`config.mk`:
```
export PLATFORM = sky130hd
export DESIGN_NAME = modbus_read_input_registers_slave
export DESIGN_NICKNAME = d
export VERILOG_FILES = /design/src/rtl/mbrir_pkg.sv /design/src/rtl/mbrir_store.sv /design/src/rtl/mbrir_packer.sv /design/src/rtl/modbus_read_input_registers_slave.sv
export SDC_FILE = /design/constraint.sdc
export NUM_CORES = 2
export LEC_CHECK = 0
export BUFFER_PORTS_ARGS = -buffer_cell sky130_fd_sc_hd__buf_2
export CAP_MARGIN = 15
export CORE_ASPECT_RATIO = 1.1
export CORE_MARGIN = 1
export CORE_UTILIZATION = 63
export DETAILED_ROUTE_END_ITERATION = 10
export PLACE_DENSITY = 0.89
export REMOVE_ABC_BUFFERS = 1
export SLEW_MARGIN = 10
export SYNTH_ARGS = -nofsm -noshare
export SYNTH_HDL_FRONTEND = slang
export SYNTH_HIERARCHICAL = 1
export SYNTH_SLANG_ARGS = --single-unit
```
`constraint.sdc`:
```
create_clock -name clk -period 4 [get_ports clk]
set_input_delay 0.8 -clock clk [delete_from_list [all_inputs] [get_ports clk]]
set_output_delay 0.8 -clock clk [all_outputs]
set_load 0.01 [all_outputs]
```
`src/rtl/mbrir_pkg.sv`:
```
// Shared types, constants and the CRC-16 byte step for the function 04 responder.
// No dependencies; imported by every module in rtl/.
package mbrir_pkg;

    localparam int REG_DEPTH = 256;
    localparam int MAX_READ  = 125;
    localparam int REG_AW    = $clog2(REG_DEPTH);
    localparam int LIMIT_W   = 9;

    localparam logic [7:0]  FRAME_LEN     = 8'd8;
    localparam logic [7:0]  EXC_FUNCTION  = 8'h84;
    localparam logic [7:0]  EXC_BAD_ADDR  = 8'd2;
    localparam logic [7:0]  EXC_BAD_VALUE = 8'd3;
    localparam logic [15:0] CRC_INIT      = 16'hFFFF;
    localparam logic [15:0] CRC_POLY      = 16'hA001;

    localparam logic CMD_LOAD    = 1'b0;
    localparam logic CMD_REQUEST = 1'b1;

    localparam logic CFG_SLAVE_ADDRESS    = 1'b0;
    localparam logic CFG_REGISTERS_IN_USE = 1'b1;

    typedef struct packed {
        logic        command;
        logic [7:0]  load_index;
        logic [15:0] load_value;
        logic [7:0]  frame_address;
        logic [7:0]  function_code;
        logic [15:0] first_register;
        logic [15:0] register_count;
        logic [7:0]  frame_length;
    } req_item_t;

    typedef struct packed {
        logic [63:0] data_word;
        logic [3:0]  bytes_valid;
        logic        is_exception;
        logic        last;
    } rsp_item_t;

    // one byte of the outgoing frame, sequencer to packer
    typedef struct packed {
        logic [7:0] data;
        logic       last;
        logic       exc;
    } beat_t;

    typedef enum logic [3:0] {
        S_IDLE,
        S_HDR0,
        S_HDR1,
        S_HDR2,
        S_RD,
        S_VHI,
        S_VLO,
        S_CRCLO,
        S_CRCHI
    } state_t;

    function automatic logic [15:0] crc_byte(input logic [15:0] crc, input logic [7:0] b);
        logic [15:0] c;
        c = crc ^ {8'h00, b};
        for (int k = 0; k < 8; k++)
        begin
            c = c[0] ? ((c >> 1) ^ CRC_POLY) : (c >> 1);
        end
        return c;
    endfunction

endpackage

```
`src/rtl/mbrir_store.sv`:
```
// Input register store: one write port, one registered read port.
// Per-entry valid bits make never-loaded entries read as zero. Uses mbrir_pkg.
module mbrir_store (
    input  logic                       clk,
    input  logic                       rst_n,
    input  logic                       wr_en,
    input  logic [mbrir_pkg::REG_AW-1:0] wr_addr,
    input  logic [15:0]                wr_data,
    input  logic                       rd_en,
    input  logic [mbrir_pkg::REG_AW-1:0] rd_addr,
    output logic [15:0]                rd_data
);
    import mbrir_pkg::*;

    logic [15:0]          mem [REG_DEPTH];
    logic [REG_DEPTH-1:0] vld_reg;
    logic [15:0]          rd_raw_reg;
    logic                 rd_vld_reg;

    always_ff @(posedge clk)
    begin
        if (wr_en)
        begin
            mem[wr_addr] <= wr_data;
        end
        if (rd_en)
        begin
            rd_raw_reg <= mem[rd_addr];
        end
    end

    always_ff @(posedge clk or negedge rst_n)
    begin
        if (!rst_n)
        begin
            vld_reg    <= '0;
            rd_vld_reg <= 1'b0;
        end
        else
        begin
            if (wr_en)
            begin
                vld_reg[wr_addr] <= 1'b1;
            end
            if (rd_en)
            begin
                rd_vld_reg <= vld_reg[rd_addr];
            end
        end
    end

    assign rd_data = rd_vld_reg ? rd_raw_reg : 16'h0000;

endmodule

```
`src/rtl/mbrir_packer.sv`:
```
// Packs frame bytes into 8-byte words and holds the word in an output register.
// Uses mbrir_pkg for beat_t and rsp_item_t.
module mbrir_packer (
    input  logic                 clk,
    input  logic                 rst_n,
    input  logic                 beat_valid,
    input  mbrir_pkg::beat_t     beat,
    output logic                 beat_ready,
    output logic                 rsp_valid,
    input  logic                 rsp_stall,
    output mbrir_pkg::rsp_item_t rsp
);
    import mbrir_pkg::*;

    logic [63:0] acc_data_reg;
    logic [3:0]  acc_cnt_reg;
    logic        acc_last_reg;
    logic        acc_exc_reg;
    logic        out_valid_reg;
    rsp_item_t   out_reg;
    logic        full;
    logic        take;
    logic        move;
    logic        beat_fire;

    // word is complete when eight lanes are filled or the frame's last byte is in
    assign full       = acc_cnt_reg[3] | acc_last_reg;
    assign take       = out_valid_reg & ~rsp_stall;
    assign move       = full & (~out_valid_reg | take);
    assign beat_ready = ~full;
    assign beat_fire  = beat_valid & beat_ready;

    always_ff @(posedge clk or negedge rst_n)
    begin
        if (!rst_n)
        begin
            acc_data_reg  <= '0;
            acc_cnt_reg   <= '0;
            acc_last_reg  <= 1'b0;
            acc_exc_reg   <= 1'b0;
            out_valid_reg <= 1'b0;
        end
        else
        begin
            if (move)
            begin
                acc_data_reg  <= '0;
                acc_cnt_reg   <= '0;
                acc_last_reg  <= 1'b0;
                out_valid_reg <= 1'b1;
            end
            else
            begin
                if (take)
                begin
                    out_valid_reg <= 1'b0;
                end
                if (beat_fire)
                begin
                    acc_data_reg[acc_cnt_reg[2:0]*8 +: 8] <= beat.data;
                    acc_cnt_reg  <= acc_cnt_reg + 4'd1;
                    acc_last_reg <= beat.last;
                    acc_exc_reg  <= beat.exc;
                end
            end
        end
    end

    always_ff @(posedge clk)
    begin
        if (move)
        begin
            out_reg.data_word    <= acc_data_reg;
            out_reg.bytes_valid  <= acc_cnt_reg;
            out_reg.is_exception <= acc_exc_reg;
            out_reg.last         <= acc_last_reg;
        end
    end

    assign rsp_valid = out_valid_reg;
    assign rsp       = out_reg;

endmodule

```
`src/rtl/modbus_read_input_registers_slave.sv`:
```
// Function 04 responder. A load or a broadcast request is taken without stalling the input.
// Any other request stalls the input until the last byte of its response frame has gone to
// the packer: three header bytes, then one store read and two frame bytes per register, one
// byte per cycle in the byte states while the packer is ready, then two CRC bytes (an exception
// frame has no register bytes). Each full 8-byte word before the last and any output stall hold the byte flow.
// rst_n is asynchronous: store reads as zero, slave address 1, 256 registers in use, output empty.
module modbus_read_input_registers_slave (
    input  logic                 clk,
    input  logic                 rst_n,
    input  logic                 req_valid,
    output logic                 req_stall,
    input  mbrir_pkg::req_item_t req,
    output logic                 rsp_valid,
    input  logic                 rsp_stall,
    output mbrir_pkg::rsp_item_t rsp,
    input  logic                 wr_en,
    input  logic                 wr_index,
    input  logic [8:0]           wr_data
);
    import mbrir_pkg::*;

    state_t                  state_reg;
    state_t                  state_next;
    logic [7:0]              slave_addr_reg;
    logic [LIMIT_W-1:0]      in_use_reg;
    logic [15:0]             crc_reg;
    logic                    exc_reg;
    logic [7:0]              hdr1_reg;
    logic [7:0]              hdr2_reg;
    logic [REG_AW-1:0]       ptr_reg;
    logic [6:0]              remain_reg;

    logic                    req_fire;
    logic                    start;
    logic                    len_bad;
    logic                    cnt_bad;
    logic                    range_bad;
    logic [LIMIT_W-1:0]      limit;
    logic [16:0]             end_reg_num;
    logic                    beat_valid;
    logic                    beat_ready;
    logic                    beat_fire;
    beat_t                   beat;
    logic                    rd_en;
    logic [15:0]             rd_data;
    logic                    st_wr;

    assign req_stall = (state_reg != S_IDLE);
    assign req_fire  = req_valid & ~req_stall;
    assign start     = req_fire & (req.command == CMD_REQUEST) & (req.frame_address != 8'h00);
    assign st_wr     = req_fire & (req.command == CMD_LOAD);

    assign limit       = (in_use_reg > LIMIT_W'(REG_DEPTH)) ? LIMIT_W'(REG_DEPTH) : in_use_reg;
    assign end_reg_num = {1'b0, req.first_register} + {1'b0, req.register_count};
    assign len_bad     = (req.frame_length != FRAME_LEN);
    assign cnt_bad     = (req.register_count == 16'd0) || (req.register_count > 16'(MAX_READ));
    assign range_bad   = ({1'b0, req.first_register} >= {{(17-LIMIT_W){1'b0}}, limit})
                         || (end_reg_num > {{(17-LIMIT_W){1'b0}}, limit});

    assign beat_fire = beat_valid & beat_ready;

    mbrir_store u_store (
        .clk     (clk),
        .rst_n   (rst_n),
        .wr_en   (st_wr),
        .wr_addr (req.load_index[REG_AW-1:0]),
        .wr_data (req.load_value),
        .rd_en   (rd_en),
        .rd_addr (ptr_reg),
        .rd_data (rd_data)
    );

    mbrir_packer u_packer (
        .clk        (clk),
        .rst_n      (rst_n),
        .beat_valid (beat_valid),
        .beat       (beat),
        .beat_ready (beat_ready),
        .rsp_valid  (rsp_valid),
        .rsp_stall  (rsp_stall),
        .rsp        (rsp)
    );

    // next state
    always_comb
    begin
        state_next = state_reg;
        unique case (state_reg)
            S_IDLE:  if (start) state_next = S_HDR0;
            S_HDR0:  if (beat_fire) state_next = S_HDR1;
            S_HDR1:  if (beat_fire) state_next = S_HDR2;
            S_HDR2:  if (beat_fire) state_next = exc_reg ? S_CRCLO : S_RD;
            S_RD:    state_next = S_VHI;
            S_VHI:   if (beat_fire) state_next = S_VLO;
            S_VLO:   if (beat_fire) state_next = (remain_reg == 7'd1) ? S_CRCLO : S_RD;
            S_CRCLO: if (beat_fire) state_next = S_CRCHI;
            S_CRCHI: if (beat_fire) state_next = S_IDLE;
            default: state_next = S_IDLE;
        endcase
    end

    // outputs
    always_comb
    begin
        beat_valid = 1'b0;
        beat.data  = 8'h00;
        beat.last  = 1'b0;
        beat.exc   = exc_reg;
        rd_en      = 1'b0;
        unique case (state_reg)
            S_IDLE:  ;
            S_HDR0:
            begin
                beat_valid = 1'b1;
                beat.data  = slave_addr_reg;
            end
            S_HDR1:
            begin
                beat_valid = 1'b1;
                beat.data  = hdr1_reg;
            end
            S_HDR2:
            begin
                beat_valid = 1'b1;
                beat.data  = hdr2_reg;
            end
            S_RD:    rd_en = 1'b1;
            S_VHI:
            begin
                beat_valid = 1'b1;
                beat.data  = rd_data[15:8];
            end
            S_VLO:
            begin
                beat_valid = 1'b1;
                beat.data  = rd_data[7:0];
            end
            S_CRCLO:
            begin
                beat_valid = 1'b1;
                beat.data  = crc_reg[7:0];
            end
            S_CRCHI:
            begin
                beat_valid = 1'b1;
                beat.data  = crc_reg[15:8];
                beat.last  = 1'b1;
            end
            default: ;
        endcase
    end

    always_ff @(posedge clk or negedge rst_n)
    begin
        if (!rst_n)
        begin
            state_reg      <= S_IDLE;
            slave_addr_reg <= 8'd1;
            in_use_reg     <= LIMIT_W'(REG_DEPTH);
            crc_reg        <= CRC_INIT;
            exc_reg        <= 1'b0;
        end
        else
        begin
            state_reg <= state_next;
            if (wr_en)
            begin
                unique case (wr_index)
                    CFG_SLAVE_ADDRESS:    slave_addr_reg <= wr_data[7:0];
                    CFG_REGISTERS_IN_USE: in_use_reg     <= wr_data;
                    default: ;
                endcase
            end
            if (start)
            begin
                crc_reg <= CRC_INIT;
                exc_reg <= len_bad | cnt_bad | range_bad;
            end
            else if (beat_fire && state_reg != S_CRCLO && state_reg != S_CRCHI)
            begin
                crc_reg <= crc_byte(crc_reg, beat.data);
            end
        end
    end

    always_ff @(posedge clk)
    begin
        if (start)
        begin
            ptr_reg    <= req.first_register[REG_AW-1:0];
            remain_reg <= req.register_count[6:0];
            if (len_bad || cnt_bad)
            begin
                hdr1_reg <= EXC_FUNCTION;
                hdr2_reg <= EXC_BAD_VALUE;
            end
            else if (range_bad)
            begin
                hdr1_reg <= EXC_FUNCTION;
                hdr2_reg <= EXC_BAD_ADDR;
            end
            else
            begin
                hdr1_reg <= req.function_code;
                hdr2_reg <= {req.register_count[6:0], 1'b0};
            end
        end
        else if (state_reg == S_VLO && beat_fire)
        begin
            ptr_reg    <= ptr_reg + REG_AW'(1);
            remain_reg <= remain_reg - 7'd1;
        end
    end

endmodule
```
==> impl_metrics.tcl, run 1 <==
set metrics [dict create \
    gp_congestion 0.9331 \
    pre_cts_slack_ns -0.3830 \
    numCtsBuffers 408 \
    port-buffer-count 167 \
    die_h_um 557.0 \
    ys.warnings.count 6 \
    syn-cell-area_mm2 0.1764 \
    cts_buffer_depth 4 \
    synth_edf_count 4213 \
    yosys-top-cells-count "edfxtp_1 (4,213), mux4_2 (1,078), a22oi_1 (516)" \
    antenna_found_initial 78 \
    post-dp-hpwl_mm 312.4 \
    ys_seq_elements 4579 \
    status "did not finish" \
    ios 168 \
    yosysTopAreaCellShare_pct 71.72 \
    rows 203 \
    dp_cells 12424 \
    synth_seq_area_share_pct 76.93 \
    htree_levels 5 \
    failing_step "global routing" \
    grt_repair_worst_endpoint "u_store/rd_raw_reg[12]$_DFFE_PP_/D" \
    die_w_um 506.5 \
    grt_max_degree 153 \
    clock_sinks 4579 \
    synth_ff_type "edfxtp_1" \
    yosys.area.top_type "edfxtp_1" \
    synthCells 8364 \
    worst_path_end_type "register input" \
    netlist_top_cells_area "edfxtp_1 (72%), mux4_2 (14%), dfrtp_1 (4.9%)" \
    post-synth-top-count-cell "edfxtp_1" \
    asyncSetResetFlopFracSynth_pct 7.993 \
    error "[ERROR GRT-0228] Horizontal edge usage exceeds the maximum allowed. (48, 9) usage=65535 limit=3200" \
    yosysUniqueCellTypes 86 \
    start_util_pct 63.42 \
    cts-root-buf "clkbuf_16" \
    avgSynthCellArea_um2 21.09 \
]
logic make-up after synthesis:
logic type,after synthesis,synth area share [%]
buffers and inverters,522,1.334
DFF,4579,76.93
and+or+nand+nor,1007,3.000
AOI/OAI and AO/OA,996,3.847
muxes,1176,14.35
xor gates and xnor gates,39,0.2149
adders and majority gates,45,0.3235
metrics by stage:
stage	area (um^2)	hold slack [ns]	utilization, %
floorplan	174200	0.4248	-
global placement	186700	0.4342	67.15
detailed placement	186700	0.4334	67.15
CTS	200600	0.1081	72.14
timing repair:
action / in CTS
cloned: 0
endpoints found under the setup margin: 6
endpoints found under the hold margin: 77
hold buffers: 1
buffers inserted: 1
resized for setup: 6
==> run 2: changes to the inputs <==
--- a/config.mk
+++ b/config.mk
@@ -7,11 +7,10 @@
 export LEC_CHECK = 0
 export BUFFER_PORTS_ARGS = -buffer_cell sky130_fd_sc_hd__buf_2
 export CAP_MARGIN = 15
-export CORE_ASPECT_RATIO = 1.1
 export CORE_MARGIN = 1
-export CORE_UTILIZATION = 63
+export CORE_UTILIZATION = 40
 export DETAILED_ROUTE_END_ITERATION = 10
-export PLACE_DENSITY = 0.89
+export PLACE_DENSITY_LB_ADDON = 0.15
 export REMOVE_ABC_BUFFERS = 1
 export SLEW_MARGIN = 10
 export SYNTH_ARGS = -nofsm -noshare
==> impl_metrics.tcl, run 2 <==
set metrics [dict create \
    internal_power_mw 89.39 \
    cp-startpoint "ptr_reg[0]" \
    powerDensity_mw_per_mm2 604.6 \
    initialDrtViolationCount 9453 \
    synth_edf_count 4213 \
    yosys.area_share.simple_pct 3.000 \
    final_core_util_pct 46.94 \
    setup_slack_ns -0.01681 \
    p_switching_mw 35.03 \
    fin_total_pwr_mw 124.4 \
    synth_top_family_by_area "multiplexers" \
    htree_levels 5 \
    numCtsBuffers 470 \
    ys_seq_elements 4579 \
    finalSetupTns_ns -0.01681 \
    start_util_pct 40.23 \
    clock_sinks 4579 \
    cts-root-buf "clkbuf_16" \
    synth_ff_type "edfxtp_1" \
    final_cell_mix "edfxtp_1 (4,213), mux4_2 (1,078), buf_4 (624), a22oi_1 (516), clkbuf_16 (476)" \
    pwr-share-seq_pct 43.5 \
    nNetsFinal 9420 \
    area_growth_syn_to_layout_pct 16.68 \
    cp-endpoint "u_store/rd_raw_reg[12]" \
    post-synth-top-count-cell "edfxtp_1" \
    clock_power_share_pct 35.5 \
    antenna_found_initial 17 \
    path_cells "clkbuf_16 -> buf_12 -> buf_12 -> mux4_2 -> a22oi_1 -> buf_4 -> a21oi_1 -> nor4_1 -> o22ai_1 -> or2_1" \
    finalInstanceArea_mm2 0.2058 \
    max_stage_delay_ns 0.96 \
    violations "setup timing" \
    grt_max_degree 128 \
    port-buffer-count 167 \
    post-dp-hpwl_mm 303.2 \
    maxCapViolations 0 \
    fmax_ghz 0.2490 \
    start_kind "flop" \
    yosys.area.top_type "edfxtp_1" \
    worst_pin_slew_ns 1.186 \
    r2r-start "ptr_reg[0]" \
    yosysTopAreaCellShare_pct 71.72 \
    status "complete, but fails checks" \
    pre_cts_slack_ns -0.3253 \
    place_area_mm2 0.1901 \
    p_sw_share_pct 28.16 \
    cp_slowest_cell "nor4_1" \
    skew_ns 0.07506 \
    largest_reg_flops 4096 \
    reg2reg_slack_ns -0.02 \
    synth-xor-area-share_pct 0.2149 \
    final_common_cell "edfxtp_1" \
    ios 168 \
    ir_drop_mv 0.4313 \
    cts_tree "yes" \
    yosysUniqueCellTypes 86 \
    grt_first_pass_wirelength_mm 699.2 \
    synthMuxAreaShare_pct 14.35 \
    hp-class "primary input to flop" \
    r2r_cells 10 \
    via_count 89327 \
    instances_no_fill 15582 \
    min_period_ns 4.017 \
    period_share_pct 100.4 \
    combPwrFrac_pct 21.0 \
    cp.required_ns 4.73 \
    synth_compound_area_share_pct 3.847 \
    avgSynthCellArea_um2 21.09 \
    synth_seq_area_share_pct 76.93 \
    yosys-top-cells-count "edfxtp_1 (4,213), mux4_2 (1,078), a22oi_1 (516)" \
    r2r_end "u_store/rd_raw_reg[12]" \
    drc 0 \
    cts_buffer_depth 4 \
    routed_wl_mm 494.4 \
    ant_nets 0 \
    ys.warnings.count 6 \
    whs_ns 0.1078 \
    setup_violations 1 \
    dp_cells 14677 \
    crit_arrival_ns 4.74 \
    synth-adder-area-share_pct 0.3235 \
    dieArea_mm2 0.4436 \
    grt_pass1_vias 90929 \
    rsz0062_at_grt "false" \
    netlist_top_cells_area "edfxtp_1 (72%), mux4_2 (14%), dfrtp_1 (4.9%)" \
    p_leak_nw 67.86 \
    worst_setup_path_end_kind "flop" \
    synthCells 8364 \
    gp_congestion 0.8518 \
    drv_slew 0 \
    cp_max_fo 14 \
    asyncSetResetFlopFracSynth_pct 7.993 \
    hold_viol 0 \
    hp-start "wr_data[7]" \
    overflow 0 \
    grt_usage_pct 22.04 \
    critPathKind "flop to flop" \
    drt-pass1-iter-count 5 \
    rows 243 \
    die_w_um 666.1 \
    crit_top_cell "buf_12" \
    syn-cell-area_mm2 0.1764 \
    drive_gt1_share_pct 32.60 \
    path_depth 10 \
    cpLargestDelayFamily "simple AND/OR/NAND/NOR gates" \
    core_area_mm2 0.4384 \
    wl_per_cell_um 31.73 \
    path_clk_slew_ns 0.06 \
    clk_latency_ns 1.05 \
    vias_per_cell 5.733 \
    path_buf_inv 4 \
    die_h_um 666.1 \
    slew_headroom_pct 20.92 \
]
[run 2: area by class of cell]
cell class                      count  area [um^2]
Multi-Input combinational cell   3263        38710
Clock buffer                      607        12680
Antenna cell                        9        22.52
Inverter                           39        147.6
Sequential cell                  4579       135700
Clock inverter                    279         2863
Fill cell                       36372       232600
Timing Repair Buffer              926         8329
Tap cell                         5880         7357
[run 2: worst min-delay path by stage]
stage	to	slack [ns]	cells after the start
final	in_use_reg[7]	0.11	2
after global routing	in_use_reg[7]	0.06	2
after CTS	slave_addr_reg[6]	0.006	2
after detailed placement	u_packer/rsp[47]	0.44	0
after global placement	u_packer/rsp[7]	0.44	0
after floorplan	u_packer/rsp[14]	0.42	0
[run 2: metal layers]
metal / GRT usage, % / wire, um / vias to the layer above
met2: 34.99 / 233900 / 3175
met3: 3.838 / 34080 / 615
li1: - / - / 36799
met5: 0 / 24 / -
met1: 31.86 / 214300 / 48734
met4: 5.246 / 12150 / 4
[run 2: repair_timing]
action / in CTS / in global routing
buffers inserted: 0 / 4
hold buffers: 6 / 0
hold endpoints to repair: 84 / 0
endpoints found under the setup margin: 0 / 3
resized for setup: 0 / 3
[run 2: kinds of logic (layout without fill, tap and decap cells)]
logic type | Yosys count | count (layout)
DFF | 4579 | 4579
muxes | 1176 | 1176
and+or+nand+nor | 1007 | 1007
AOI/OAI and AO/OA | 996 | 996
buffers and inverters | 522 | 1851
adders and majority gates | 45 | 45
xor gates and xnor gates | 39 | 39
other | 0 | 9
[run 2: power by group through the flow]
stage	clock, mW	sequential, mW	combinational, mW
after floorplan	0	55.6	12.7
after global placement	0	55.1	26.2
after detailed placement	0	55.1	26.3
after CTS	45.0	54.1	26.4
after global routing	46.7	54.2	27.6
final	44.1	54.1	26.1
Power figures use the tool's default switching activity.
